## config.mk

```make
export PLATFORM = sky130hd
export DESIGN_NAME = mf_column_cell
export DESIGN_NICKNAME = d
export VERILOG_FILES = /design/src/design/mf_pkg.sv /design/src/design/mf_column_cell.sv
export SDC_FILE = /design/constraint.sdc
export NUM_CORES = 1
export LEC_CHECK = 0
export ABC_AREA = 1
export BUFFER_PORTS_ARGS = -buffer_cell sky130_fd_sc_hd__buf_2
export CAP_MARGIN = 10
export CORE_AREA = 4 4 48 50
export CTS_BUF_LIST = sky130_fd_sc_hd__clkbuf_4 sky130_fd_sc_hd__clkbuf_8 sky130_fd_sc_hd__clkbuf_16
export DETAILED_ROUTE_END_ITERATION = 10
export DIE_AREA = 0 0 52 54
export PLACE_DENSITY = 0.75
export SLEW_MARGIN = 10
export SYNTH_ARGS = -nofsm -noshare
export SYNTH_HDL_FRONTEND = slang
export SYNTH_SLANG_ARGS = --single-unit
```

## constraint.sdc

```tcl
create_clock -name clock -period 0.8 [get_ports clock]
set_input_delay 0.24 -clock clock [delete_from_list [all_inputs] [get_ports clock]]
set_output_delay 0.24 -clock clock [all_outputs]
set_load 0.05 [all_outputs]
```

## src/design/mf_pkg.sv

```systemverilog
// Shared types, register indexes and compare helpers for the 3x3 median filter.
package mf_pkg;

   // Register indexes on the configuration port.
   localparam int CSR_INDEX_WIDTH = 2;
   localparam logic [CSR_INDEX_WIDTH-1:0] CSR_LINE_WIDTH   = 2'd0;
   localparam logic [CSR_INDEX_WIDTH-1:0] CSR_FRAME_HEIGHT = 2'd1;

   localparam int CSR_DATA_WIDTH = 11;
   localparam int PIXEL_WIDTH    = 8;
   localparam int COORD_WIDTH    = 10;
   localparam int WINDOW_COLS    = 3;
   localparam logic [CSR_DATA_WIDTH-1:0] SIZE_RESET = 11'd1024;

   typedef logic [PIXEL_WIDTH-1:0] pixel_type;

   // Input request payload.
   typedef struct packed {
      pixel_type pixel;
      logic      frame_start;
   } req_type;

   // Result payload.
   typedef struct packed {
      pixel_type              median_value;
      logic [COORD_WIDTH-1:0] center_row;
      logic [COORD_WIDTH-1:0] center_col;
      logic                   frame_last;
   } rsp_type;

   // One window column, sorted from smallest to largest.
   typedef struct packed {
      pixel_type lo;
      pixel_type md;
      pixel_type hi;
   } column_type;

   // Per-request scan status produced by the position counters.
   typedef struct packed {
      logic                   emit;
      logic                   last;
      logic [COORD_WIDTH-1:0] center_row;
      logic [COORD_WIDTH-1:0] center_col;
   } scan_info_type;

   function automatic pixel_type min2(input pixel_type a, input pixel_type b);
      return (a < b) ? a : b;
   endfunction

   function automatic pixel_type max2(input pixel_type a, input pixel_type b);
      return (a > b) ? a : b;
   endfunction

   function automatic pixel_type med3(input pixel_type a, input pixel_type b,
                                      input pixel_type c);
      return max2(min2(a, b), min2(max2(a, b), c));
   endfunction

   // Three-input sorting network.
   function automatic column_type sort3(input pixel_type a, input pixel_type b,
                                        input pixel_type c);
      column_type s;
      s.lo = min2(min2(a, b), c);
      s.md = med3(a, b, c);
      s.hi = max2(max2(a, b), c);
      return s;
   endfunction

endpackage

```

## src/design/mf_column_cell.sv

```systemverilog
// One window column cell: holds a sorted column and passes it to the next cell.
module mf_column_cell (
   input  logic               clock,
   input  logic               shift,
   input  mf_pkg::column_type col_in,
   output mf_pkg::column_type col_out
);
   import mf_pkg::*;

   column_type col_ff;

   // Take the neighbor's column whenever the window moves by one pixel.
   always_ff @(posedge clock) begin
      if (shift) begin
         col_ff <= col_in;
      end
   end

   assign col_out = col_ff;

endmodule

```

==> reports/qor.txt, run 1 <==
Die Wd: 52 µm
Slowest-stage cell, CP: edfxtp_1
Vias per Instance: 4.06
Cts hold-fix bufs: 0
Port bufs: 49
Post-Synth XOR/XNOR Area: 0
Synth cell types: 1
DP Cell Count: 102
Combinational Power Share: 0.242
Slew Viols, Final: 0
Largest register FFs: 24
Max Cap Viol: 0
Iter 0 DRT Violations: 6
Rel. slew slack: 0.921
Clk pwr share: 0.184
Final instance count without filler cells: 106
Area of the mapped netlist: 721 µm²
Failing checks: negative setup slack
N_diodes: 0
Post-Syn Instances: 24
Adder-cell share of the synthesized area: 0
Worst setup EP type: output pin
Most frequent cell after synthesis: edfxtp_1
I/O pins: 50
Pre-CTS WS: -0.0195 ns
Avg WL per Cell: 12.5 µm
Layout cells sized above 1: 0.684
Status: finished, violations left
List of most frequent post-synthesis cells: 24 x edfxtp_1
Detailed-route via count: 430
Hold Slack: 0.106 ns
Seq/Total Area, Yosys: 1.00
Most area-consuming cells after synthesis: edfxtp_1 100%
Total GRT Usage: 0.101
Multi-input gates: 0
Syn_area_per_cell: 30.0 µm²
Clock Sinks: 24
Finish-stage setup viols: 24
Post-CTS setup buffer count: 0
Switching power: 0.770 mW
Primary FF master, synth: edfxtp_1
Synth area leader: edfxtp_1
Die Y-Extent: 54 µm
Post-DRT Antenna Nets: 0
Largest stage delay, worst path: 0.41 ns
Max Root-Sink Buffers: 2
Die area: 2810 µm²
Clk root buf: clkbuf_4
Tot Pwr: 2.68 mW
Number of remaining DRC errors: 0
Synth Area in Compound Gates: 0
Clock slew at reported path FFs: 0.12 ns
Synth top area share: 1.00
Area of the multi-input gates: 0 µm²
Synth Net Count: 50
Crit path launch type: register
Layout area overhead: 67.0%
Worst VDD drop: 1.46 mV
Switching part of the total: 0.287
Initial antenna violation count: 0
P_int: 1.91 mW
Yosys warnings: 0
Least-Margin Pin Slew: 0.118 ns
EDFF count, synth: 24
Fin crit share: 1.40
Initial core utilization: 0.379
Worst Path Arrival: 0.88 ns
Flop pwr share: 0.574
F_max: 0.891 GHz
Final Critical Period: 1.12 ns
Fraction of registers with async set/reset: 0
Pwr Density: 2220 nW/µm²
Largest net degree at the start of global routing: 21
Mux contribution to synthesized area: 0
Core Util, Final: 0.633
Number of H-tree levels: 1
Nets: 106
Critical-path cell list: buf_6
Final WL: 1320 µm
Core ar.: 1900 µm²
FF+latch count, synth: 24
DRT Pass-1 Iters: 2
RSZ-0062 raised after global routing: yes
Worst path bufs/invs: 1
Critical-path maximum fanout: 1
Placer's final routability congestion estimate: 0.623
Lkg Pwr: 0.508 nW
Fin worst setup slack: -0.322 ns
Num CTS Buffers: 3
Cell family with most CP delay: flip-flops
Final Hold Viols: 0
Worst Hold Class: input pin to register
Crit Path Class: register to output pin
First-pass GRT wire length: 1960 µm
Post-Synth Simple-Gate Area: 0
Vias in the first global route: 461
Grt ovf: 0
Std-Cell Rows: 16
CTS tree: built
CP required: 0.56 ns
worst paths after layout:
path	start	end	slack, ns	cells after the start
setup / recovery	col_out[6]	col_out[6]	-0.32	1
hold / removal	col_in[4]	col_out[4]	0.11	1
cell families (layout without fill, tap and decap cells):
kind of cell,Yosys count,count (layout)
buffers and inverters,0,55
DFF,24,24
per-stage QoR:
| step | instance area (µm²) | TNS [ns] |
|---|---|---|
| 6_report | 1200 | -7.25 |
| 5_1_grt | 1200 | -8.57 |
| 4_1_cts | 1200 | -7.55 |
| 3_5_place_dp | 1030 | -0.414 |
| 3_3_place_gp | 1030 | -0.275 |
| 2_1_floorplan | 721 | -0.975 |
metal layers:
metal,up-vias,GRT usage,wire length [µm]
met5,-,0,0
met4,0,0.0524,0
met3,0,0.0748,293
met2,46,0.146,502
met1,178,0.108,528
li1,206,-,-
cell type report:
cell class	instances	area (µm²)
sequential	24	721
timing repair buffer	51	423
fill	139	698
tap	27	33.8
clock inverter	1	3.75
clock buffer	3	22.5
timing repair:
| item | 4_1_cts | 5_1_grt |
|---|---|---|
| gates resized for setup | 48 | 0 |
| endpoints found under the setup margin | 24 | 24 |
| pin swaps | 0 | 0 |
cells in the final DEF (no fill, tap or decap), drive strengths merged:
cell    instances
buf            51
clkbuf          3
edfxtp         24
clkinv          1
power by group through the flow:
| stage | clock [mW] | sequential (mW) | combinational, mW |
|---|---|---|---|
| after floorplan | 0 | 1.90 | 0 |
| after global placement | 0 | 1.54 | 0.537 |
| after detailed placement | 0 | 1.54 | 0.538 |
| after CTS | 0.516 | 1.54 | 0.652 |
| after global routing | 0.584 | 1.55 | 0.673 |
| final | 0.492 | 1.54 | 0.648 |
Note: power is estimated with default switching activity, not from simulation.
==> run 2: changes to the inputs <==
--- a/config.mk
+++ b/config.mk
@@ -7,12 +7,13 @@
 export LEC_CHECK = 0
 export ABC_AREA = 1
 export BUFFER_PORTS_ARGS = -buffer_cell sky130_fd_sc_hd__buf_2
-export CAP_MARGIN = 10
-export CORE_AREA = 4 4 48 50
+export CELL_PAD_IN_SITES_DETAIL_PLACEMENT = 0
+export CELL_PAD_IN_SITES_GLOBAL_PLACEMENT = 2
+export CORE_AREA = 4 4 72 54
 export CTS_BUF_LIST = sky130_fd_sc_hd__clkbuf_4 sky130_fd_sc_hd__clkbuf_8 sky130_fd_sc_hd__clkbuf_16
 export DETAILED_ROUTE_END_ITERATION = 10
-export DIE_AREA = 0 0 52 54
-export PLACE_DENSITY = 0.75
+export DIE_AREA = 0 0 76 58
+export PLACE_DENSITY_LB_ADDON = 0.1
 export SLEW_MARGIN = 10
 export SYNTH_ARGS = -nofsm -noshare
 export SYNTH_HDL_FRONTEND = slang
==> constraint.sdc (replaced) <==
create_clock -name clock -period 0.9 [get_ports clock]
set_input_delay 0.27 -clock clock [delete_from_list [all_inputs] [get_ports clock]]
set_output_delay 0.27 -clock clock [all_outputs]
set_load 0.05 [all_outputs]
==> run 2 against run 1 <==
The run still ends with negative setup slack left. Design area rose by 3.7%. Non-clock buffer count did not move. Global-route usage fell by 3.1 points. Sequential share of layout area fell by 2.2 points. Flip-flop and latch count did not move. Clock-buffer cell count did not move. Routed wire length rose by 18%. Via count fell by 0.23%. Sequential power fell by 11%. Clock power rose by 21%. Setup slack improved by 0.13 ns. Critical endpoint is now col_out[18].
==> reports/qor.txt, run 2 (synthesized netlist as in run 1, its figures left out) <==
Status: finished, violations left
Failing checks: negative setup slack
Num CTS Buffers: 3 (unchanged)
Avg WL per Cell: 13.4 µm (+7.0%)
Crit path launch type: register
Rel. slew slack: 0.926 (+0.00496)
# fillers: 312 (+120%)
Lkg Pwr: 0.520 nW (+2.4%)
Post-DRT Antenna Nets: 0 (unchanged)
Detailed-route via count: 429 (-0.23%)
Largest register FFs: 24 (unchanged)
Post-CTS setup buffer count: 0 (unchanged)
Multi-input gates: 0 (unchanged)
Least-Margin Pin Slew: 0.111 ns (-0.00717 ns)
Register area: 721 µm² (unchanged)
Total GRT Usage: 0.0703 (-0.0309)
P_int: 1.85 mW (-3.3%)
Finish-stage setup viols: 24 (unchanged)
Final Hold Viols: 0 (unchanged)
Initial core utilization: 0.230 (-0.148)
RSZ-0062 raised after global routing: yes
Iter 0 DRT Violations: 24 (+18)
Combinational Power Share: 0.229 (-0.013)
Final Critical Period: 1.10 ns
HPWL after DPL: 1350 µm
Critical-path maximum fanout: 1 (unchanged)
CP required: 0.63 ns (+0.07 ns)
N_diodes: 0 (unchanged)
Die Wd: 76 µm (+46%)
F_max: 0.912 GHz
Nets: 106 (unchanged)
Pwr Density: 2040 nW/µm² (-8.2%)
Vias in the first global route: 477 (+3.5%)
Final WL: 1560 µm (+18%)
Clk root buf: clkbuf_8
Die area: 4410 µm² (+57%)
CTS tree: built
Vias per Instance: 3.67 (-9.6%)
Switching power: 0.705 mW (-8.4%)
Clk pwr share: 0.234 (+0.050)
Crit Path Class: register to output pin
Commonest non-fill, non-tap cell in the layout: buf_2
Worst path bufs/invs: 1 (unchanged)
Placer's final routability congestion estimate: 0.631 (+1.3%)
Cell family with most CP delay: flip-flops
Fin worst setup slack: -0.197 ns (+0.125 ns)
Fin crit share: 1.22
Die Y-Extent: 58 µm (+7.4%)
Clock slew at reported path FFs: 0.07 ns (-0.05 ns)
Switching part of the total: 0.276 (-0.0111)
Finished Cell Area: 1250 µm² (+3.7%)
Area post-placement: 1050 µm² (+2.6%)
Slowest-stage cell, CP: edfxtp_1
DRT Pass-1 Iters: 4 (+2)
Layout area overhead: 73.3%
Largest net degree at the start of global routing: 14 (-33%)
I/O pins: 50 (unchanged)
Slew Viols, Final: 0 (unchanged)
Number of remaining DRC errors: 0 (unchanged)
Final instance count without filler cells: 117 (+10%)
Critical-path cell list: buf_6
Most frequent cells in the layout: 25 x buf_2, 24 x edfxtp_1, 24 x buf_6, 3 x clkbuf_8, 2 x buf_12
Core Util, Final: 0.399 (-0.234)
Max Cap Viol: 0 (unchanged)
Layout cells sized above 1: 0.684 (unchanged)
Flop pwr share: 0.537 (-0.037)
Std-Cell Rows: 17 (+1)
DP Cell Count: 113 (+11%)
Core ar.: 3130 µm² (+64%)
Worst Path Arrival: 0.83 ns (-0.05 ns)
Grt ovf: 0 (unchanged)
Worst Hold Class: input pin to register
Number of H-tree levels: 1 (unchanged)
Initial antenna violation count: 0 (unchanged)
Area of the multi-input gates: 0 µm² (unchanged)
First-pass GRT wire length: 2370 µm (+21%)
Port bufs: 49 (unchanged)
Worst VDD drop: 1.05 mV (-28%)
Clock Sinks: 24 (unchanged)
Max Root-Sink Buffers: 2 (unchanged)
Largest stage delay, worst path: 0.40 ns (about the same)
Worst setup EP type: output pin
[run 2: cell counts in the layout (fill, tap and decap cells not counted)]
No cell type changed its count.
[run 2: final cells by class]
class / instances / share of cell area
Clock buffer: 3 / 0.0331
Clock inverter: 1 / 0.00301
Sequential cell: 24 / 0.577
Tap cell: 38 / 0.0381
Timing Repair Buffer: 51 / 0.349
[run 2: power by group through the flow]
stage          Combinational (mW)  Clock [mW]  Sequential [mW]
6_report                    0.585       0.595             1.37
3_3_place_gp                0.491           0             1.37
3_5_place_dp                0.490           0             1.38
5_1_grt                     0.607       0.676             1.38
2_1_floorplan                   0           0             1.69
4_1_cts                     0.590       0.636             1.37
[run 2: stage by stage]
step / total power, mW / hold slack [ns] / worst slack, ns / setup TNS, ns
2_1_floorplan: 1.69 / 0.369 / 0.0294 / 0
3_3_place_gp: 1.86 / 0.448 / 0.0424 / 0
3_5_place_dp: 1.87 / 0.450 / 0.0353 / 0
4_1_cts: 2.60 / 0.177 / -0.226 / -4.77
5_1_grt: 2.66 / 0.170 / -0.241 / -5.20
6_report: 2.55 / 0.187 / -0.197 / -4.28
[run 2: routing by layer]
| layer | routed length, µm | part of all wire | GRT usage | vias up |
|---|---|---|---|---|
| met5 | 0 | 0 | 0 | - |
| met4 | 0 | 0 | 0 | 0 |
| met3 | 186 | 0.12 | 0.0497 | 0 |
| met2 | 761 | 0.49 | 0.120 | 28 |
| met1 | 616 | 0.39 | 0.0772 | 195 |
| li1 | - | - | - | 206 |
[run 2: final timing paths]
kind	startpoint	to	slack, ns	depth (start not counted)
max	col_out[18]	col_out[18]	-0.20	1
min	col_in[5]	col_out[5]	0.19	1
[run 2: what timing repair did]
| action | 4_1_cts | 5_1_grt |
|---|---|---|
| pin swaps | 0 | 0 |
| setup endpoints to repair | 24 | 24 |
| hold endpoints to repair | 0 | 0 |
| gates resized for setup | 48 | 0 |
| gates cloned | 0 | 0 |
| hold buffers | 0 | 0 |
==> run 3: changes to the inputs <==
--- a/config.mk
+++ b/config.mk
@@ -14,6 +14,7 @@
 export DETAILED_ROUTE_END_ITERATION = 10
 export DIE_AREA = 0 0 76 58
 export PLACE_DENSITY_LB_ADDON = 0.1
+export SETUP_SLACK_MARGIN = 0.4
 export SLEW_MARGIN = 10
 export SYNTH_ARGS = -nofsm -noshare
 export SYNTH_HDL_FRONTEND = slang
==> run 3 against run 2 <==
The run still ends with negative setup slack left. Clock power is 1% higher. Combinational power rose by 6.5%. Hold slack worse by 0.0021 ns. Clock-buffer cell count is the same. Critical path depth stayed put. Flip-flop and latch count unchanged. Core utilization increased by 2.2 points. Die area stayed put. Routed wire length increased by 6.3%. Critical endpoint is now col_out[16]. Highest routed layer unchanged.
==> reports/qor.txt, run 3 (synthesized netlist as in run 1, its figures left out) <==
Worst Hold Class: input pin to register
Rel. slew slack: 0.925 (-0.00136)
# fillers: 304 (-2.6%)
Grt met3 use: 0.0497 (unchanged)
Finish-stage setup viols: 24 (unchanged)
HPWL after DPL: 1350 µm (unchanged)
Post-CTS setup buffer count: 0 (unchanged)
Lkg Pwr: 0.551 nW (+5.9%)
Cell family with most CP delay: flip-flops
Worst setup EP type: output pin
Max Root-Sink Buffers: 2 (unchanged)
Status: finished, violations left
Clock Sinks: 24 (unchanged)
Layout area overhead: 83.0%
Final WL: 1660 µm (+6.3%)
Vias per Instance: 3.71 (+1.3%)
Initial antenna violation count: 0 (unchanged)
Layout cells sized above 1: 0.691 (+0.00781)
Failing checks: negative setup slack
Core Util, Final: 0.422 (+0.0224)
Initial core utilization: 0.230 (unchanged)
Area post-placement: 1050 µm² (unchanged)
RSZ-0062 raised after global routing: yes
Slew Viols, Final: 0 (unchanged)
Pwr Density: 1970 nW/µm² (-3.6%)
Worst VDD drop: 1.13 mV (+8.0%)
Detailed-route via count: 442 (+3.0%)
Multi-input gates: 0 (unchanged)
Vias in the first global route: 502 (+5.2%)
DRT Pass-1 Iters: 4 (unchanged)
Avg WL per Cell: 14.0 µm (+4.5%)
Critical-path cell list: buf_6
Die area: 4410 µm² (unchanged)
Crit path launch type: register
Hold Slack: 0.185 ns (-0.00214 ns)
Nets: 108 (+1.9%)
Setup TNS: -4.32 ns (-0.0399 ns)
Post-DRT Antenna Nets: 0 (unchanged)
Busiest grt layer: met2
Largest net degree at the start of global routing: 14 (unchanged)
Routing usage on met2: 0.132 (+0.0122)
Grt ovf: 0 (unchanged)
Least-Margin Pin Slew: 0.113 ns (+0.00205 ns)
Finished Cell Area: 1320 µm² (+5.6%)
Worst Path Arrival: 0.83 ns (about the same)
Port bufs: 49 (unchanged)
CTS tree: built
Num CTS Buffers: 3 (unchanged)
Largest stage delay, worst path: 0.40 ns (about the same)
Worst path bufs/invs: 1 (unchanged)
Fin worst setup slack: -0.197 ns (-0.000819 ns)
Met1 GRT Util: 0.0802 (+0.00293)
Number of H-tree levels: 1 (unchanged)
Largest register FFs: 24 (unchanged)
Placer's final routability congestion estimate: 0.631 (unchanged)
CP required: 0.63 ns (about the same)
Clock slew at reported path FFs: 0.08 ns (about the same)
Slowest-stage cell, CP: edfxtp_1
Most frequent cells in the layout: 24 x edfxtp_1, 24 x buf_2, 24 x buf_6, 3 x clkbuf_8, 3 x buf_12
Area of the multi-input gates: 0 µm² (unchanged)
Critical-path maximum fanout: 1 (unchanged)
Number of remaining DRC errors: 0 (unchanged)
Core ar.: 3130 µm² (unchanged)
Iter 0 DRT Violations: 22 (-8.3%)
Crit Path Class: register to output pin
Max Cap Viol: 0 (unchanged)
Die Wd: 76 µm (unchanged)
Tot Pwr: 2.60 mW (+1.8%)
Clk root buf: clkbuf_8
Final Hold Viols: 0 (unchanged)
Std-Cell Rows: 17 (unchanged)
First-pass GRT wire length: 2500 µm (+5.5%)
DP Cell Count: 113 (unchanged)
Pre-CTS WS: 0.0353 ns (unchanged)
Total GRT Usage: 0.0747 (+0.00438)
F_max: 0.911 GHz (about the same)
Die Y-Extent: 58 µm (unchanged)
Fin crit share: 1.22 (about the same)
Final Critical Period: 1.10 ns (+0.000819 ns)
N_diodes: 0 (unchanged)
I/O pins: 50 (unchanged)
Final instance count without filler cells: 119 (+1.7%)
run 3: changes by cell type in the layout (fill, tap and decap cells not counted):
cell	change
buf_16	+2
buf_12	+1
buf_2	-1
run 3: layout make-up:
class                   instances  area (µm²)  share of cell area
well taps                      38        47.5              0.0361
clock buffers                   3        41.3              0.0313
flip-flops and latches         24         721               0.546
clock inverters                 1        3.75             0.00285
repair buffers                 53         505               0.383
run 3: path summary, 6_finish.rpt:
check	slack, ns	cells past startpoint	endpoint	startpoint
max	-0.20	1	col_out[16]	col_out[16]
min	0.18	1	col_out[5]	col_in[5]
run 3: routing by layer:
metal  vias up  share of wire
li1        210              -
met1       204           0.38
met2        28           0.50
met3         0           0.11
met4         0              0
met5         -              0
run 3: power by group:
group	total, mW	leakage [nW]	internal [mW]	switching, mW
Combinational	0.623	0.293	0.243	0.380
Sequential	1.37	0.235	1.33	0.0398
Clock	0.603	0.0231	0.304	0.299
run 3: repair_timing:
item	4_1_cts	5_1_grt
cloned	2	0
setup endpoints to repair	48	47
hold buffers	0	0
gates resized for setup	54	0
