--- src/design/mf_pkg.sv ---
// Shared types, register indexes and compare helpers for the 3x3 median filter.
package mf_pkg;

   // Register indexes on the configuration port.
   localparam int CSR_INDEX_WIDTH = 2;
   localparam logic [CSR_INDEX_WIDTH-1:0] CSR_LINE_WIDTH   = 2'd0;
   localparam logic [CSR_INDEX_WIDTH-1:0] CSR_FRAME_HEIGHT = 2'd1;

   localparam int CSR_DATA_WIDTH = 11;
   localparam int PIXEL_WIDTH    = 8;
   localparam int COORD_WIDTH    = 10;
   localparam int WINDOW_COLS    = 3;
   localparam logic [CSR_DATA_WIDTH-1:0] SIZE_RESET = 11'd1024;

   typedef logic [PIXEL_WIDTH-1:0] pixel_type;

   // Input request payload.
   typedef struct packed {
      pixel_type pixel;
      logic      frame_start;
   } req_type;

   // Result payload.
   typedef struct packed {
      pixel_type              median_value;
      logic [COORD_WIDTH-1:0] center_row;
      logic [COORD_WIDTH-1:0] center_col;
      logic                   frame_last;
   } rsp_type;

   // One window column, sorted from smallest to largest.
   typedef struct packed {
      pixel_type lo;
      pixel_type md;
      pixel_type hi;
   } column_type;

   // Per-request scan status produced by the position counters.
   typedef struct packed {
      logic                   emit;
      logic                   last;
      logic [COORD_WIDTH-1:0] center_row;
      logic [COORD_WIDTH-1:0] center_col;
   } scan_info_type;

   function automatic pixel_type min2(input pixel_type a, input pixel_type b);
      return (a < b) ? a : b;
   endfunction

   function automatic pixel_type max2(input pixel_type a, input pixel_type b);
      return (a > b) ? a : b;
   endfunction

   function automatic pixel_type med3(input pixel_type a, input pixel_type b,
                                      input pixel_type c);
      return max2(min2(a, b), min2(max2(a, b), c));
   endfunction

   // Three-input sorting network.
   function automatic column_type sort3(input pixel_type a, input pixel_type b,
                                        input pixel_type c);
      column_type s;
      s.lo = min2(min2(a, b), c);
      s.md = med3(a, b, c);
      s.hi = max2(max2(a, b), c);
      return s;
   endfunction

endpackage

--- src/design/mf_scan_ctrl.sv ---
// Row and column counters, size clamping and border detection for the pixel scan.
module mf_scan_ctrl #(
   parameter int MAX_LINE_WIDTH   = 1024,
   parameter int MAX_FRAME_HEIGHT = 1024
) (
   input  logic                              clock,
   input  logic                              reset,
   input  logic                              accept,
   input  logic                              frame_start,
   input  logic [mf_pkg::CSR_DATA_WIDTH-1:0] line_width,
   input  logic [mf_pkg::CSR_DATA_WIDTH-1:0] frame_height,
   output logic [$clog2(MAX_LINE_WIDTH)-1:0] col_addr,
   output mf_pkg::scan_info_type             info
);
   import mf_pkg::*;

   localparam int CW = $clog2(MAX_LINE_WIDTH);
   localparam int RW = $clog2(MAX_FRAME_HEIGHT);

   logic [CW-1:0] col_ff, col_in, col_eff, w_last;
   logic [RW-1:0] row_ff, row_in, row_eff, h_last;

   // Last column and last row index after clamping the registers to 3..maximum.
   always_comb begin
      if (line_width < CSR_DATA_WIDTH'(3)) begin
         w_last = CW'(2);
      end else if (32'(line_width) > 32'(MAX_LINE_WIDTH)) begin
         w_last = CW'(MAX_LINE_WIDTH - 1);
      end else begin
         w_last = CW'(32'(line_width) - 32'd1);
      end
      if (frame_height < CSR_DATA_WIDTH'(3)) begin
         h_last = RW'(2);
      end else if (32'(frame_height) > 32'(MAX_FRAME_HEIGHT)) begin
         h_last = RW'(MAX_FRAME_HEIGHT - 1);
      end else begin
         h_last = RW'(32'(frame_height) - 32'd1);
      end
   end

   // Position of the current request; a frame start restarts the scan.
   assign col_eff  = frame_start ? '0 : col_ff;
   assign row_eff  = frame_start ? '0 : row_ff;
   assign col_addr = col_eff;

   // The window is complete and centered inside the frame.
   always_comb begin
      info.emit = (row_eff >= RW'(2)) && (col_eff >= CW'(2)) &&
                  (row_eff <= h_last) && (col_eff <= w_last);
      info.last = (row_eff == h_last) && (col_eff == w_last);
      info.center_row = COORD_WIDTH'(32'(row_eff) - 32'd1);
      info.center_col = COORD_WIDTH'(32'(col_eff) - 32'd1);
   end

   // Advance the scan, wrapping at the end of a row and of a frame.
   always_comb begin
      if (col_eff >= w_last) begin
         col_in = '0;
         row_in = (row_eff >= h_last) ? '0 : RW'(row_eff + RW'(1));
      end else begin
         col_in = CW'(col_eff + CW'(1));
         row_in = row_eff;
      end
   end

   always_ff @(posedge clock) begin
      if (reset) begin
         col_ff <= '0;
         row_ff <= '0;
      end else if (accept) begin
         col_ff <= col_in;
         row_ff <= row_in;
      end
   end

endmodule

--- config.mk ---
export PLATFORM = sky130hd
export DESIGN_NAME = mf_scan_ctrl
export DESIGN_NICKNAME = d
export VERILOG_FILES = /design/src/design/mf_pkg.sv /design/src/design/mf_scan_ctrl.sv
export SDC_FILE = /design/constraint.sdc
export NUM_CORES = 1
export LEC_CHECK = 0
export BUFFER_PORTS_ARGS = -buffer_cell sky130_fd_sc_hd__buf_2
export CAP_MARGIN = 20
export CORE_AREA = 2 2 69 137
export DETAILED_ROUTE_END_ITERATION = 8
export DIE_AREA = 0 0 71 139
export PLACE_DENSITY = 0.56
export SKIP_CTS_REPAIR_TIMING = 1
export SLEW_MARGIN = 40
export SYNTH_ARGS = -nofsm -noshare
export SYNTH_HDL_FRONTEND = slang
export SYNTH_SLANG_ARGS = --single-unit
--- constraint.sdc ---
create_clock -name clock -period 3.2 [get_ports clock]
set_input_delay 0 -clock clock [delete_from_list [all_inputs] [get_ports clock]]
set_output_delay 0 -clock clock [all_outputs]
set_load 0.005 [all_outputs]
==> impl_metrics.env, run 1 <==
export IMPL_status="finished clean"
export IMPL_p_total_w=0.000788
export IMPL_path_clk_slew_ps=60
export IMPL_routed_via_density=5.50
export IMPL_grt_ovfl_total=0
export IMPL_critPathArrivalTime_ps=3110
export IMPL_power_per_cell_area_mw_per_mm2=226
export IMPL_layout_drive_gt1_share_pct=28.2
export IMPL_die_h_um=139
export IMPL_die_area_mm2=0.00987
export IMPL_r2r_start="col_ff[6]"
export IMPL_fin_util_pct=39.2
export IMPL_fmax_mhz=321
export IMPL_synth_seq_cells=20
export IMPL_peakVddDrop_uv=151
export IMPL_gp_congestion=0.786
export IMPL_power_leakage_nw=1.55
export IMPL_required_ps=3200
export IMPL_end_kind="output pin"
export IMPL_synth_async_reset_ratio_pct=0
export IMPL_reg2reg_slack_ps=240
export IMPL_r2r_end="row_ff[4]"
export IMPL_synthFlopType="dfxtp_1"
export IMPL_clock_latency_ps=260
export IMPL_multiInputGateArea_mm2=0.00225
export IMPL_avgSynthCellArea_um2=7.23
export IMPL_worstMarginPinSlew_ps=633
export IMPL_grt_pass1_wl_um=14200
export IMPL_ios=58
export IMPL_groute_usage_overall_pct=17.8
export IMPL_startpoint_type="input port"
export IMPL_yosysTopAreaCell="dfxtp_1"
export IMPL_whs_path_depth=3
export IMPL_ant_nets=0
export IMPL_setup_violations=0
export IMPL_synthCells=359
export IMPL_cts_buffer_depth=2
export IMPL_area_sequential_um2=400
export IMPL_fin_crit_ps=3110
export IMPL_fin_skew_ps=2.58
export IMPL_maxSlewViolCount=0
export IMPL_routedWlPerCell_um=16.3
export IMPL_whs_endpoint="col_ff[1]"
export IMPL_htreeDepth=1
export IMPL_hp_class="input port to flip-flop"
export IMPL_vias=2995
export IMPL_first_pass_iters=4
export IMPL_rsz0062_at_grt="true"
export IMPL_clock_sinks=20
export IMPL_synth_edff_count=0
export IMPL_synth_top_cell_area_share_pct=15.4
export IMPL_criticalPathCategory="input port to output pin"
export IMPL_dieWidth_um=71
export IMPL_hold_viol=0
export IMPL_syn_to_final_growth_pct=34.3
export IMPL_drv_cap=0
export IMPL_syn_nets=413
export IMPL_dp_hpwl_um=6920
export IMPL_synth_cell_area_mm2=0.00259
export IMPL_antenna_cells=0
export IMPL_clockRootBuffer="clkbuf_16"
export IMPL_ys_types=54
export IMPL_worstRegToRegCells=11
export IMPL_ys_seq_area_share_pct=15.4
export IMPL_stdcell_area_mm2=0.00349
export IMPL_num_fill_cells=938
export IMPL_initial_core_util_pct=29.2
export IMPL_timing_slew_headroom_pct=57.7
export IMPL_cts_made_buffers=3
export IMPL_fin_crit_sh_pct=97.2
export IMPL_cp_max_fo=3
export IMPL_drt_total_wl_um=8880
export IMPL_grt_pass1_vias=3049
export IMPL_placed_area_mm2=0.00317
export IMPL_core_rowCount=49
export IMPL_synth_warnings=0
export IMPL_core_area_mm2=0.00889
export IMPL_drc=0
export IMPL_grt_max_degree=37
export IMPL_cts_tree="done"
export IMPL_hp_start="accept"
export IMPL_antenna_found_initial=0
export IMPL_synth_area_leaders="dfxtp_1 (15%), ha_1 (14%), nand2_1 (4.9%)"
export IMPL_drt_iter0_drc=77
export IMPL_port_buffers=57
export IMPL_nets=498
metal layers:
layer	global-route usage (%)	wire length [um]	up-vias
met3	1.96	308	23
met4	11.6	426	0
met2	34.4	5040	93
met5	0	0	-
li1	-	-	1484
met1	16.8	3100	1395
report_power, final:
group,internal (W),switching [W]
sequential,0.000252,0.00000469
clock,0.000249,0.000103
combinational,0.0000750,0.000105
total,0.000575,0.000213
worst max-delay path: stages:
cell and delay [ps]:
buf_2 110, or4_4 570, nor4_4 260, buf_4 170
a21boi_0 80, o22ai_1 220, ha_1 280, nand4_1 200
inv_1 90, buf_4 150, a2111oi_4 380, buf_4 180
o22ai_1 90, nor3_2 210, buf_2 140
cell usage in the layout, fill, tap and decap left out, types with 16 or more instances in the layout:
master,count
dfxtp_1,20
nor2b_1,16
nand3_1,16
nor2_1,29
buf_4,30
inv_1,20
buf_2,57
nand2_1,34
ha_1,27
a21oi_1,16
metrics by stage:
stage	hold WS [ps]	setup TNS, ps	instances	worst slack [ps]
after CTS	130	-146	539	-78.7
final	142	0	545	89.5
after global placement	401	-894	535	-216
after floorplan	56.6	0	359	96.3
after detailed placement	409	-2480	535	-322
after global routing	152	-38.1	545	-31.9
registers in the layout (all words and copies together) (netlist names):
register,flops
row_ff,10
col_ff,10
synth_stat cells, types with 5 or more instances:
cell type and number:
xnor2_1 14, dfxtp_1 20, a22oi_1 6, a211oi_1 6, nand4_1 8, nor2_1 30
nor2b_1 16, inv_1 20, ha_1 28, clkbuf_1 7, nand2b_1 11, a21oi_1 16
o21ai_0 22, nor4_1 9, nand2_1 34, xor2_1 13, nand3b_1 5, nand3_1 16
nor3_1 15
worst max-delay path by stage:
stage	from	to	slack, ps	cells past startpoint
2_1_floorplan	frame_height[3]	row_ff[8]	100	10
3_3_place_gp	frame_height[3]	row_ff[8]	-220	11
3_5_place_dp	frame_height[3]	row_ff[8]	-320	11
4_1_cts	frame_height[3]	row_ff[8]	-80	11
5_1_grt	frame_height[3]	row_ff[8]	-30	12
6_report	line_width[4]	info[21]	90	15
cell type report:
class | instances | share of cell area [%]
flip-flops and latches | 20 | 11.5
clock inverters | 1 | 0.861
repair buffers | 88 | 15.0
clock buffers | 3 | 2.15
multi-input cells | 310 | 64.6
well taps | 102 | 3.66
inverters | 21 | 2.26
kinds of logic (layout without fill, tap and decap cells):
group / after synthesis / in the layout / synth area share, %
AND/OR/NAND/NOR: 170 / 171 / 35.2
AO/OA/AOI/OAI: 80 / 81 / 20.5
buffers and inverters: 31 / 113 / 5.01
adder cells (fa/ha/maj): 28 / 28 / 13.5
XOR/XNOR: 27 / 27 / 9.11
flip-flops: 20 / 20 / 15.4
multiplexers: 3 / 3 / 1.25
Note: power is estimated with default switching activity, not from simulation.
==> run 2: changes to the inputs <==
--- a/config.mk
+++ b/config.mk
@@ -5,12 +5,13 @@
 export SDC_FILE = /design/constraint.sdc
 export NUM_CORES = 1
 export LEC_CHECK = 0
+export ABC_AREA = 1
 export BUFFER_PORTS_ARGS = -buffer_cell sky130_fd_sc_hd__buf_2
 export CAP_MARGIN = 20
-export CORE_AREA = 2 2 69 137
+export CORE_AREA = 2 2 73 145
 export DETAILED_ROUTE_END_ITERATION = 8
-export DIE_AREA = 0 0 71 139
-export PLACE_DENSITY = 0.56
+export DIE_AREA = 0 0 75 147
+export PLACE_DENSITY = 0.55
 export SKIP_CTS_REPAIR_TIMING = 1
 export SLEW_MARGIN = 40
 export SYNTH_ARGS = -nofsm -noshare
==> impl_metrics.env, run 2 <==
export IMPL_power_per_cell_area_mw_per_mm2=221
export IMPL_routedWlPerCell_um=11.6
export IMPL_status="finished clean"
export IMPL_worstMarginPinSlew_ps=669
export IMPL_fmax_mhz=401
export IMPL_clockRootBuffer="clkbuf_16"
export IMPL_antenna_cells=0
export IMPL_cp_max_fo=9
export IMPL_ys_types=40
export IMPL_drv_cap=0
export IMPL_first_pass_iters=6
export IMPL_multiInputGateArea_mm2=0.00217
export IMPL_ios=58
export IMPL_fin_skew_ps=6.10
export IMPL_cts_tree="done"
export IMPL_synth_common_cells="nand2_1 (116), inv_1 (67), nor2_1 (38)"
export IMPL_syn_to_final_growth_pct=17.5
export IMPL_gp_congestion=0.873
export IMPL_final_cell_mix="nand2_1 (116), inv_1 (67), buf_2 (57)"
export IMPL_nets=574
export IMPL_synth_top_cell_area_share_pct=15.0
export IMPL_peakVddDrop_uv=227
export IMPL_fin_setup_tns_ps=0
export IMPL_antenna_found_initial=0
export IMPL_power_leakage_nw=1.70
export IMPL_grt_max_degree=21
export IMPL_avgSynthCellArea_um2=6.22
export IMPL_whs_path_depth=2
export IMPL_cpMaxStageDelayCell="ha_1"
export IMPL_dp_hpwl_um=6300
export IMPL_drt_total_wl_um=7580
export IMPL_syn_nets=520
export IMPL_cts_made_buffers=3
export IMPL_drt_iter0_drc=213
export IMPL_setup_violations=0
export IMPL_r2r_start="col_ff[5]"
export IMPL_grt_pass1_wl_um=12800
export IMPL_fin_crit_sh_pct=78.0
export IMPL_whs_endpoint="col_ff[7]"
export IMPL_layout_drive_gt1_share_pct=21.4
export IMPL_initial_core_util_pct=29.1
export IMPL_yosysTopAreaCell="nand2_1"
export IMPL_crit_top_cell="nor2_1"
export IMPL_synthCells=466
export IMPL_area_sequential_um2=400
export IMPL_worstRegToRegCells=10
export IMPL_vias=2981
export IMPL_htreeDepth=1
export IMPL_rsz0062_at_grt="false"
export IMPL_hp_start="reset"
export IMPL_hp_class="input port to flip-flop"
export IMPL_reg_top3="col_ff: 10 flops, row_ff: 10 flops"
export IMPL_end_kind="output pin"
export IMPL_synth_area_leaders="nand2_1 (15%), dfxtp_1 (14%), ha_1 (12%)"
export IMPL_grt_pass1_vias=2782
export IMPL_timing_slew_headroom_pct=55.3
export IMPL_core_area_mm2=0.00995
export IMPL_grt_ovfl_total=0
export IMPL_maxSlewViolCount=0
export IMPL_die_area_mm2=0.0110
export IMPL_required_ps=3200
export IMPL_ys_seq_area_share_pct=13.8
export IMPL_ant_nets=0
export IMPL_hold_viol=0
export IMPL_synth_cell_area_mm2=0.00290
export IMPL_core_rowCount=52
export IMPL_yosysMostFrequentCell="nand2_1"
export IMPL_synth_warnings=0
export IMPL_synth_edff_count=0
export IMPL_drc=0
export IMPL_path_clk_slew_ps=50
export IMPL_dieWidth_um=75
export IMPL_p_total_w=0.000754
export IMPL_slowest_delay_ps=280
export IMPL_critPathArrivalTime_ps=2490
export IMPL_crit_chain="buf_2 > inv_1 > ha_1 > nand2_1 > nor2_1 > nand3_1 > nor2_1 > a21boi_2 > o21ai_0 > ha_1 > nand2_2 > inv_2 > a21oi_2 > nand2_1 > nor2_4 > o22ai_1 > nor2_1 > buf_2"
export IMPL_die_h_um=147
export IMPL_cts_buffer_depth=2
export IMPL_placed_area_mm2=0.00330
export IMPL_reg2reg_slack_ps=1050
export IMPL_clock_sinks=20
export IMPL_num_fill_cells=1090
export IMPL_clock_latency_ps=260
export IMPL_groute_usage_overall_pct=14.2
export IMPL_layout_commonest_cell="nand2_1"
export IMPL_fin_util_pct=34.2
export IMPL_port_buffers=57
export IMPL_stdcell_area_mm2=0.00341
export IMPL_startpoint_type="input port"
export IMPL_fin_crit_ps=2490
export IMPL_criticalPathCategory="input port to output pin"
export IMPL_routed_via_density=4.56
export IMPL_synth_async_reset_ratio_pct=0
export IMPL_r2r_end="col_ff[5]"
export IMPL_synth_seq_cells=20
export IMPL_synthFlopType="dfxtp_1"
run 2: changes by cell type in the layout (fill, tap and decap cells not counted), moves of 12 or more:
cell / previous run / this run
buf_4: 30 / 0
inv_1: 20 / 67
nand2_1: 34 / 116
nor2b_1: 16 / 0
o21ai_0: 14 / 26
xor2_1: 13 / 25
run 2: how the worst max path moves through the flow:
stage               startpoint  slack (ps)   endpoint
5_1_grt        frame_height[0]         310  row_ff[7]
6_report         line_width[0]         710   info[21]
2_1_floorplan    line_width[0]         940  row_ff[2]
3_3_place_gp     line_width[0]         400  col_ff[4]
3_5_place_dp     line_width[0]         430  col_ff[6]
4_1_cts          line_width[0]         690   info[21]
run 2: stage by stage:
| step | worst slack, ps | std cells | hold slack [ps] |
|---|---|---|---|
| finish | 705 | 654 | 140 |
| global route | 310 | 654 | 167 |
| CTS | 687 | 654 | 147 |
| detailed placement | 434 | 650 | 416 |
| global placement | 403 | 650 | 408 |
| floorplan | 944 | 466 | 192 |
run 2: cells by family (layout without fill, tap and decap cells):
group | count (synthesis) | count (layout) | synth area share [%]
simple gates | 242 | 242 | 41.0
buf+inv | 82 | 135 | 11.5
compound gates | 65 | 65 | 12.9
xor+xnor | 29 | 29 | 8.76
fa+ha+maj | 28 | 28 | 12.1
flops | 20 | 20 | 13.8
run 2: power breakdown:
group          internal [W]  switching [W]
clock network      0.000248      0.0000972
logic             0.0000589      0.0000955
registers          0.000252     0.00000234
total              0.000559       0.000195
run 2: worst max-delay path, delay by kind of cell:
kind	cells	cell delay, ps
AO/OA/AOI/OAI	4	580
buffers and inverters	4	370
AND/OR/NAND/NOR	8	1070
adder cells (fa/ha/maj)	2	470
run 2: layer usage:
metal / routed length [um] / track usage [%] / share of wire, % / vias to the layer above
li1: - / - / - / 1614
met1: 3530 / 19.4 / 47 / 1324
met2: 3790 / 24.2 / 50 / 37
met3: 200 / 1.85 / 2.6 / 6
met4: 63 / 1.07 / 0.83 / 0
met5: 0 / 0 / 0 / -
run 2: layout make-up:
type	count	share of cell area, %
Sequential cell	20	11.8
Clock inverter	1	0.881
Multi-Input combinational cell	364	63.6
Timing Repair Buffer	57	8.37
Tap cell	135	4.96
Inverter	74	8.23
Clock buffer	3	2.20
==> run 3: changes to the inputs <==
--- a/config.mk
+++ b/config.mk
@@ -5,12 +5,12 @@
 export SDC_FILE = /design/constraint.sdc
 export NUM_CORES = 1
 export LEC_CHECK = 0
-export ABC_AREA = 1
+export ABC_AREA = 0
 export BUFFER_PORTS_ARGS = -buffer_cell sky130_fd_sc_hd__buf_2
 export CAP_MARGIN = 20
-export CORE_AREA = 2 2 73 145
+export CORE_AREA = 2 2 69 137
 export DETAILED_ROUTE_END_ITERATION = 8
-export DIE_AREA = 0 0 75 147
+export DIE_AREA = 0 0 71 139
 export PLACE_DENSITY = 0.55
 export SKIP_CTS_REPAIR_TIMING = 1
 export SLEW_MARGIN = 40
==> constraint.sdc (replaced) <==
create_clock -name clock -period 2.3 [get_ports clock]
set_input_delay 0 -clock clock [delete_from_list [all_inputs] [get_ports clock]]
set_output_delay 0 -clock clock [all_outputs]
set_load 0.005 [all_outputs]
==> impl_metrics.env, run 3 (same netlist as run 1, synthesis figures left out) <==
export IMPL_fin_crit_sh_pct=129
export IMPL_critPathArrivalTime_ps=3150
export IMPL_cts_made_buffers=3
export IMPL_cp_max_fo=7
export IMPL_fmax_mhz=337
export IMPL_required_ps=2480
export IMPL_syn_to_final_growth_pct=69.3
export IMPL_htreeDepth=1
export IMPL_path_clk_slew_ps=60
export IMPL_status="complete, but fails checks"
export IMPL_final_setup_worst_slack_ps=-672
export IMPL_drt_iter0_drc=96
export IMPL_grtUsageMet3_pct=1.74
export IMPL_rsz0062_at_grt="true"
export IMPL_place_inst=605
export IMPL_dp_hpwl_um=8030
export IMPL_placed_area_mm2=0.00381
export IMPL_vias=3299
export IMPL_stdcell_area_mm2=0.00439
export IMPL_worstRegToRegCells=10
export IMPL_grt_max_degree=23
export IMPL_port_buffers=57
export IMPL_grt_ovfl_total=0
export IMPL_end_kind="flip-flop"
export IMPL_timing_slew_headroom_pct=70.0
export IMPL_ios=58
export IMPL_cpMaxStageDelayCell="or4_4"
export IMPL_p_total_w=0.00110
export IMPL_criticalPathCategory="input port to flip-flop"
export IMPL_nets=575
export IMPL_fin_crit_ps=2970
export IMPL_power_leakage_nw=1.99
export IMPL_drc=0
export IMPL_power_per_cell_area_mw_per_mm2=250
export IMPL_r2r_end="row_ff[8]"
export IMPL_hold_viol=0
export IMPL_clock_sinks=20
export IMPL_r2r_start="col_ff[7]"
export IMPL_worstMarginPinSlew_ps=447
export IMPL_ant_nets=0
export IMPL_die_h_um=139
export IMPL_die_area_mm2=0.00987
export IMPL_routedWlPerCell_um=16.1
export IMPL_path_buf_inv=2
export IMPL_core_area_mm2=0.00889
export IMPL_groute_usage_overall_pct=19.3
export IMPL_use_met2_pct=40.9
export IMPL_use_met1_pct=16.3
export IMPL_reg_top3="col_ff: 10 flops, row_ff: 10 flops"
export IMPL_first_pass_iters=4
export IMPL_antenna_cells=0
export IMPL_violations="setup timing"
export IMPL_peakVddDrop_uv=223
export IMPL_reg2reg_slack_ps=-200
export IMPL_cp_top_family="simple AND/OR/NAND/NOR gates"
export IMPL_gp_congestion=0.884
export IMPL_grt_busiest_layer="met2"
export IMPL_crit_chain="buf_6 > or4_4 > nor4_4 > buf_4 > a31oi_4 > o21ai_1 > ha_1 > and4_4 > and4_4 > a2111o_1 > or4_4 > a311oi_2"
export IMPL_hp_start="accept"
export IMPL_drv_cap=0
export IMPL_whs_path_depth=3
export IMPL_cts_buffer_depth=2
export IMPL_grt_pass1_vias=3329
export IMPL_slowest_delay_ps=560
export IMPL_setup_violations=22
export IMPL_final_cells=622
export IMPL_core_rowCount=49
export IMPL_whs_endpoint="col_ff[0]"
export IMPL_layout_commonest_cell="buf_4"
export IMPL_antenna_found_initial=0
export IMPL_cts_tree="done"
export IMPL_maxSlewViolCount=0
export IMPL_fin_skew_ps=7.56
export IMPL_hp_class="input port to flip-flop"
export IMPL_final_cell_mix="buf_4 (95), buf_2 (56), nor2_1 (25), nand2_1 (25), ha_1 (21)"
export IMPL_dieWidth_um=71
export IMPL_clockRootBuffer="clkbuf_16"
export IMPL_initial_core_util_pct=29.2
export IMPL_routed_via_density=5.30
export IMPL_startpoint_type="input port"
export IMPL_clock_latency_ps=270
export IMPL_grt_pass1_wl_um=15200
export IMPL_layout_drive_gt1_share_pct=46.9
export IMPL_drt_total_wl_um=10000
run 3: cell count changes in the layout (fill, tap and decap cells not counted), moves of 10 or more:
cell	change
xnor2_1	+10
xor2_1	-12
inv_1	-47
nor2b_1	+16
nand2_1	-91
o21ai_0	-19
buf_4	+95
nand2b_1	+10
nor2_1	-13
buf_6	+14
a21oi_1	-13
nand3_1	-15
run 3: cell type report:
cell class                 count  area [um^2]
tap                          102          128
fill                         874         4500
inverter                      21         78.8
multi-input combinational    309         2530
sequential                    20          400
timing repair buffer         166         1170
clock buffer                   4         88.8
run 3: worst reg2reg max path: cells and delay by family (launching register included):
kind / cells / cell delay (ps)
and+or+nand+nor: 4 / 860
DFF: 1 / 300
adders and majority gates: 1 / 260
AOI/OAI and AO/OA: 3 / 670
buffers and inverters: 2 / 320
run 3: stage by stage:
stage          setup WS, ps  TNS, ps  utilization (%)  hold slack, ps
3_5_place_dp          -1100   -17440             42.9             413
6_report               -672    -9830             49.4             129
4_1_cts                -841   -12260             43.9             136
3_3_place_gp          -1000   -16330             42.9             407
5_1_grt                -783   -12670             49.4             151
2_1_floorplan          -691    -6370                -            75.5
run 3: power breakdown:
group | total [W] | switching (W) | internal, W | leakage, nW
combinational | 0.000330 | 0.000175 | 0.000154 | 1.79
sequential | 0.000352 | 0.00000211 | 0.000350 | 0.162
clock | 0.000417 | 0.000151 | 0.000266 | 0.0442
total | 0.00110 | 0.000328 | 0.000771 | 1.99
run 3: how the worst max path moves through the flow:
stage | cells past startpoint | end | from | slack [ps]
detailed placement | 13 | row_ff[9] | frame_height[5] | -1100
CTS | 13 | row_ff[9] | frame_height[5] | -840
finish | 12 | row_ff[8] | frame_height[5] | -670
global route | 12 | row_ff[8] | frame_height[5] | -780
floorplan | 10 | row_ff[8] | frame_height[5] | -690
global placement | 13 | row_ff[9] | frame_height[5] | -1000
run 3: per-layer routing:
metal	routed length, um	vias to the layer above	share of wire, %
li1	-	1637	-
met1	3340	1544	33
met2	5950	88	59
met3	282	30	2.8
met4	439	0	4.4
met5	0	-	0
